--- src/design/bti_pkg.sv ---
`default_nettype none
// ----------------------------------------------------------------------------
// bti_pkg: shared types and constants of the breakpoint table interpolator
// Table depths, mode codes and the lerp request/response structs.
// ----------------------------------------------------------------------------
package bti_pkg;

    localparam int X_POINTS = 16;
    localparam int Y_POINTS = 16;
    localparam int XW = $clog2(X_POINTS);
    localparam int YW = $clog2(Y_POINTS);
    localparam int GW = XW + YW;

    typedef enum logic [2:0] {
        MODE_LOAD_X    = 3'd0,
        MODE_LOAD_Y    = 3'd1,
        MODE_LOAD_CRV  = 3'd2,
        MODE_LOAD_GRID = 3'd3,
        MODE_CURVE     = 3'd4,
        MODE_SURFACE   = 3'd5,
        MODE_NOP6      = 3'd6,
        MODE_NOP7      = 3'd7
    } mode_t;

    localparam logic CFG_X_POINTS = 1'b0;
    localparam logic CFG_Y_POINTS = 1'b1;

    typedef enum logic [4:0] {
        ST_IDLE,
        ST_XSRCH,
        ST_YSRCH,
        ST_CHECK,
        ST_RD0,
        ST_RD1,
        ST_RD2,
        ST_RD3,
        ST_RD4,
        ST_L0,
        ST_L0W,
        ST_L1,
        ST_L1W,
        ST_L2,
        ST_L2W,
        ST_OUT
    } state_t;

    // one interpolation step: v0 + (v1-v0)*(p-p0)/(p1-p0)
    typedef struct packed {
        logic               start;
        logic signed [31:0] v0;
        logic signed [31:0] v1;
        logic signed [31:0] p0;
        logic signed [31:0] p1;
        logic signed [31:0] p;
    } lerp_req_t;

    typedef struct packed {
        logic               done;
        logic signed [31:0] value;
    } lerp_rsp_t;

endpackage

`default_nettype wire

--- src/design/bti_lerp.sv ---
`default_nettype none
// ----------------------------------------------------------------------------
// bti_lerp: serial interpolation step
// Magnitude product in L_MUL0/1, then restoring divide one bit a cycle.
// ----------------------------------------------------------------------------
module bti_lerp (
    input  wire logic               aclk,
    input  wire logic               aresetn,
    input  wire bti_pkg::lerp_req_t req,
    output bti_pkg::lerp_rsp_t      rsp
);
    import bti_pkg::*;

    typedef enum logic [2:0] {L_IDLE, L_MUL0, L_MUL1, L_DIV, L_DONE} lstate_t;

    lstate_t            st_reg, st_next;
    logic signed [31:0] v0_reg;
    logic               neg_reg;
    logic [32:0]        mag_reg;   // |v1-v0|
    logic [32:0]        d_reg;     // p-p0
    logic [32:0]        w_reg;     // p1-p0
    logic [65:0]        num_reg;   // product, shifts into quotient
    logic [33:0]        rem_reg;
    logic [6:0]         cnt_reg;
    logic               byp_reg;

    logic signed [32:0] dv, dd, ww;
    logic [33:0]        trial;
    logic [65:0]        pp;

    assign dv = {req.v1[31], req.v1} - {req.v0[31], req.v0};
    assign dd = {req.p[31], req.p} - {req.p0[31], req.p0};
    assign ww = {req.p1[31], req.p1} - {req.p0[31], req.p0};

    assign trial = {rem_reg[32:0], num_reg[65]} - {1'b0, w_reg};
    // mag*d[16:0] in L_MUL0, then mag*d[32:17] shifted and added in L_MUL1
    assign pp = (st_reg == L_MUL0) ? 66'(mag_reg * d_reg[16:0])
                                   : 66'(mag_reg * d_reg[32:17]) << 17;

    always_comb begin
        st_next = st_reg;
        unique case (st_reg)
            L_IDLE: if (req.start) st_next = L_MUL0;
            L_MUL0: st_next = byp_reg ? L_DONE : L_MUL1;
            L_MUL1: st_next = L_DIV;
            L_DIV:  if (cnt_reg == 7'd65) st_next = L_DONE;
            L_DONE: st_next = L_IDLE;
            default: st_next = L_IDLE;
        endcase
    end

    always_ff @(posedge aclk) begin
        if (!aresetn) st_reg <= L_IDLE;
        else st_reg <= st_next;
    end

    always_ff @(posedge aclk) begin
        unique case (st_reg)
            L_IDLE: if (req.start) begin
                v0_reg  <= req.v0;
                neg_reg <= dv[32];
                mag_reg <= dv[32] ? 33'(-dv) : 33'(dv);
                d_reg   <= 33'(dd);
                w_reg   <= 33'(ww);
                byp_reg <= (ww <= 0) || dd[32];
            end
            L_MUL0: begin
                num_reg <= pp;
                rem_reg <= '0;
                cnt_reg <= '0;
            end
            L_MUL1: num_reg <= num_reg + pp;
            L_DIV: begin
                if (!trial[33]) begin
                    rem_reg <= trial;
                    num_reg <= {num_reg[64:0], 1'b1};
                end else begin
                    rem_reg <= {rem_reg[32:0], num_reg[65]};
                    num_reg <= {num_reg[64:0], 1'b0};
                end
                cnt_reg <= cnt_reg + 7'd1;
            end
            default: ;
        endcase
    end

    // with p <= p1 the quotient stays within |v1-v0|; low 32 bits suffice
    always_comb begin
        rsp.done  = (st_reg == L_DONE);
        if (byp_reg) rsp.value = v0_reg;
        else if (neg_reg) rsp.value = v0_reg - num_reg[31:0];
        else rsp.value = v0_reg + num_reg[31:0];
    end

endmodule

`default_nettype wire

--- config.mk ---
export PLATFORM = sky130hd
export DESIGN_NAME = bti_lerp
export DESIGN_NICKNAME = d
export VERILOG_FILES = /design/src/design/bti_pkg.sv /design/src/design/bti_lerp.sv
export SDC_FILE = /design/constraint.sdc
export NUM_CORES = 2
export LEC_CHECK = 0
export ABC_AREA = 1
export BUFFER_PORTS_ARGS = -buffer_cell sky130_fd_sc_hd__clkbuf_2
export CORE_ASPECT_RATIO = 0.7
export CORE_MARGIN = 2
export CORE_UTILIZATION = 50
export CTS_BUF_LIST = sky130_fd_sc_hd__clkbuf_8
export CTS_CLUSTER_SIZE = 8
export DETAILED_ROUTE_END_ITERATION = 10
export PLACE_DENSITY = 0.65
export SYNTH_ARGS = -nofsm -noshare
export SYNTH_HDL_FRONTEND = slang
export SYNTH_SLANG_ARGS = --single-unit
--- constraint.sdc ---
create_clock -name aclk -period 24.5 [get_ports aclk]
set_clock_uncertainty 0.15 [all_clocks]
set_input_delay 4.9 -clock aclk [delete_from_list [all_inputs] [get_ports aclk]]
set_output_delay 4.9 -clock aclk [all_outputs]
set_load 0.005 [all_outputs]
==> out/summary.md <==
* maximum number of pins on one net before global-route repair: 90
* fraction of post-synthesis cell area in the top cell type by area: 28.4%
* async set-or-reset flop fraction in the synthesized netlist: 0%
* CTS H-Tree Depth: 2
* number of nets at the end of the flow: 10700
* Net Count, Synth: 10700
* RSZ-0062 raised after global routing: no
* run status: finished clean
* Initial Util: 50.3%
* clock slew seen by the registers of the worst setup and hold paths: 0.07 ns
* TritonRoute pass-1 iters: 9
* number of failing setup endpoints in the final timing report: 0
* EDFF count, synth: 239
* highest cell delay on the worst timing path: 0.84 ns
* worst max-slew margin expressed relative to the limit: 23.0%
* Final GP Congestion: 1.06
* fraction of synthesized area in multiplexers: 0.0158%
* number of global-route vias before repair: 58300
* clock buffers created by TritonCTS: 51
* number of cells upsized or downsized after cts: 0
* total overflow reported by the global router: 0
* Non-Filler Cell Area, Final: 0.0670 sq mm
* final number of hold-violating endpoints: 0
* CTS max path bufs: 3
* Residual DRC: 0
* Routed wire per std cell: 20.9 microns
* postcts setup bufs: 0
* required time of the worst setup path: 24.84 ns
* worst path buffer plus inverter count: 5
* unique cell type count in the Yosys netlist: 62
* cell repeated most along the worst path: fa_1
* detailed placer's ending HPWL: 186000 microns
* maximum clock frequency: 98.7 MHz
* xor and xnor area share after synthesis: 2.26%
* TritonCTS clock tree: done
* combinational family with the most area after synthesis: adder cells
* Setup WS post-layout: 14.36 ns
* Setup crit end kind: flop
* max-cap viol count: 0
* most instantiated flip-flop cell in the synthesis netlist: edfxtp_1
* worst min path class: flop to flop
* global-route usage over all layers: 35.2%
* synthesized-area fraction occupied by ao, oa, aoi and oai cells: 9.47%
* final antenna-violating net count: 0
* mean area per synthesized cell: 6.94 sq um
* hold_buf cts: 0
* chip height: 302 microns
* final slew viol count: 0
* commonest cells after routing, fill and taps aside: 2364 x nand2_1, 2259 x inv_1, 902 x fa_1
* total clock sinks: 242
* critical-path cell with the highest stage delay: a21oi_1
* flip-flop count of the largest register after layout: 66
* dpl cell area: 0.0660 sq mm
* CP Class: flop to flop
* transition time at the pin with the least slew margin: 1.16 ns
* Post-Place Setup Slack: 14.83 ns
* Final Cycle Share: 41.4%
* most common cell after layout, fill and taps aside: nand2_1
* dominant cells by area after synthesis: fa_1 28%, nand2_1 14%, inv_1 13%
* adder-cell area share of the yosys netlist: 37.8%
* wire length of the first global-routing pass: 349000 microns
* total via count in the routed design: 59600
* die width: 430 microns
* cell type with the largest total area after synthesis: fa_1
* Period minus WS final: 10.14 ns
* Seq/Total Area, Yosys: 11.4%
* critical path arrival: 10.48 ns
* synthesized-area fraction occupied by and/or/nand/nor cells: 23.7%
* Starting DRT DRC Count: 6503
* full die area: 0.130 sq mm
* drt via density: 5.48
* number of standard-cell rows in the floorplan: 109
* fraction of layout instances using a drive strength above 1: 5.17%
* family of cells with the greatest summed delay on the critical path: adder cells
* root buf cell: clkbuf_8
* area of the core: 0.126 sq mm
* Yosys warnings: 0
* antenna violations before repair: 5
* insertion delay of the later-clocked pin in the worst-skew pair: 0.75 ns
* WL final: 228000 microns
* I/O pins: 196
* number of register bits inferred by synthesis: 242
* Synth Instances: 9141
* synthesized cell area: 0.0635 sq mm
* Worst setup SP type: flop
* number of buffers inserted by port buffering: 195
* Total Negative Setup Slacks: 0 ns
* CP Max Fanout: 33
* Syn-to-layout area delta: 5.56%
-- tightest hold or removal path, cell delays in order, from the launching register on --
cell and delay (ns):
edfxtp_1 0.35, nand2_1 0.07, o211ai_1 0.08
-- through the flow --
stage / hold slack (ns) / util (%) / cells
3_5_place_dp: 0.418 / 52.3 / 10800
5_1_grt: 0.456 / 53.1 / 10900
2_1_floorplan: 0.369 / - / 9141
4_1_cts: 0.388 / 53.1 / 10900
3_3_place_gp: 0.408 / 52.3 / 10800
6_report: 0.402 / 53.1 / 10900
-- layer usage --
metal | vias up | GRT usage [%] | routed length, microns
met5 | - | 0 | 10
met4 | 2 | 7.55 | 5050
met3 | 260 | 7.02 | 25900
met2 | 3170 | 50.1 | 90000
met1 | 28500 | 54.7 | 107000
li1 | 27700 | - | -
-- cell families (layout without fill, tap and decap cells) --
logic type | count (synthesis) | in the layout
adders and majority gates | 1379 | 1379
muxes | 1 | 1
buffers and inverters | 2580 | 2640
DFF | 242 | 242
and+or+nand+nor | 3678 | 3678
xor gates and xnor gates | 164 | 164
AOI/OAI and AO/OA | 1097 | 1097
other | 0 | 2
-- worst paths after layout --
check | from | cells past startpoint | end | slack, ns
worst max-delay path | mag_reg[20] | 29 | num_reg[46] | 14.36
worst min-delay path | num_reg[63] | 2 | num_reg[64] | 0.40
worst max register to register | mag_reg[20] | 29 | num_reg[46] | 14.36
worst min register to register | num_reg[63] | 2 | num_reg[64] | 0.40
-- synthesized netlist by cell type (4+ instances only) --
| library cell | n |
|---|---|
| nand2_1 | 2365 |
| inv_1 | 2248 |
| fa_1 | 902 |
| nor2_1 | 659 |
| a21oi_1 | 489 |
| ha_1 | 477 |
| o21ai_0 | 383 |
| nand3_1 | 346 |
| clkbuf_1 | 300 |
| edfxtp_1 | 239 |
| xor2_1 | 107 |
| nand4_1 | 65 |
| nor3_1 | 62 |
| xnor2_1 | 57 |
| o21bai_1 | 39 |
| or2_2 | 39 |
| a21o_1 | 35 |
| nor4_1 | 31 |
| a31oi_1 | 29 |
| nand3b_1 | 29 |
| a21boi_0 | 24 |
| o21a_1 | 24 |
| nand2_2 | 22 |
| nor2_2 | 20 |
| o211ai_1 | 19 |
| inv_2 | 18 |
| o21ai_1 | 17 |
| nand3_2 | 10 |
| and2_1 | 9 |
| buf_2 | 7 |
| a221oi_1 | 6 |
| o221ai_1 | 6 |
| nor3b_1 | 5 |
| buf_1 | 4 |
| nor2_4 | 4 |
| nor3_2 | 4 |
| o22ai_1 | 4 |
-- final cells by class --
type,count,area [sq um]
Clock buffer,51,702
Fill cell,12600,59100
Antenna cell,2,5.00
Inverter,2266,8510
Tap cell,1665,2080
Timing Repair Buffer,281,1620
Sequential cell,242,7240
Clock inverter,42,287
Multi-Input combinational cell,6319,46600
Power is left out: the tool's default activity adds up to more than one toggle a clock period on the data nets, which glitch-free logic cannot reach.
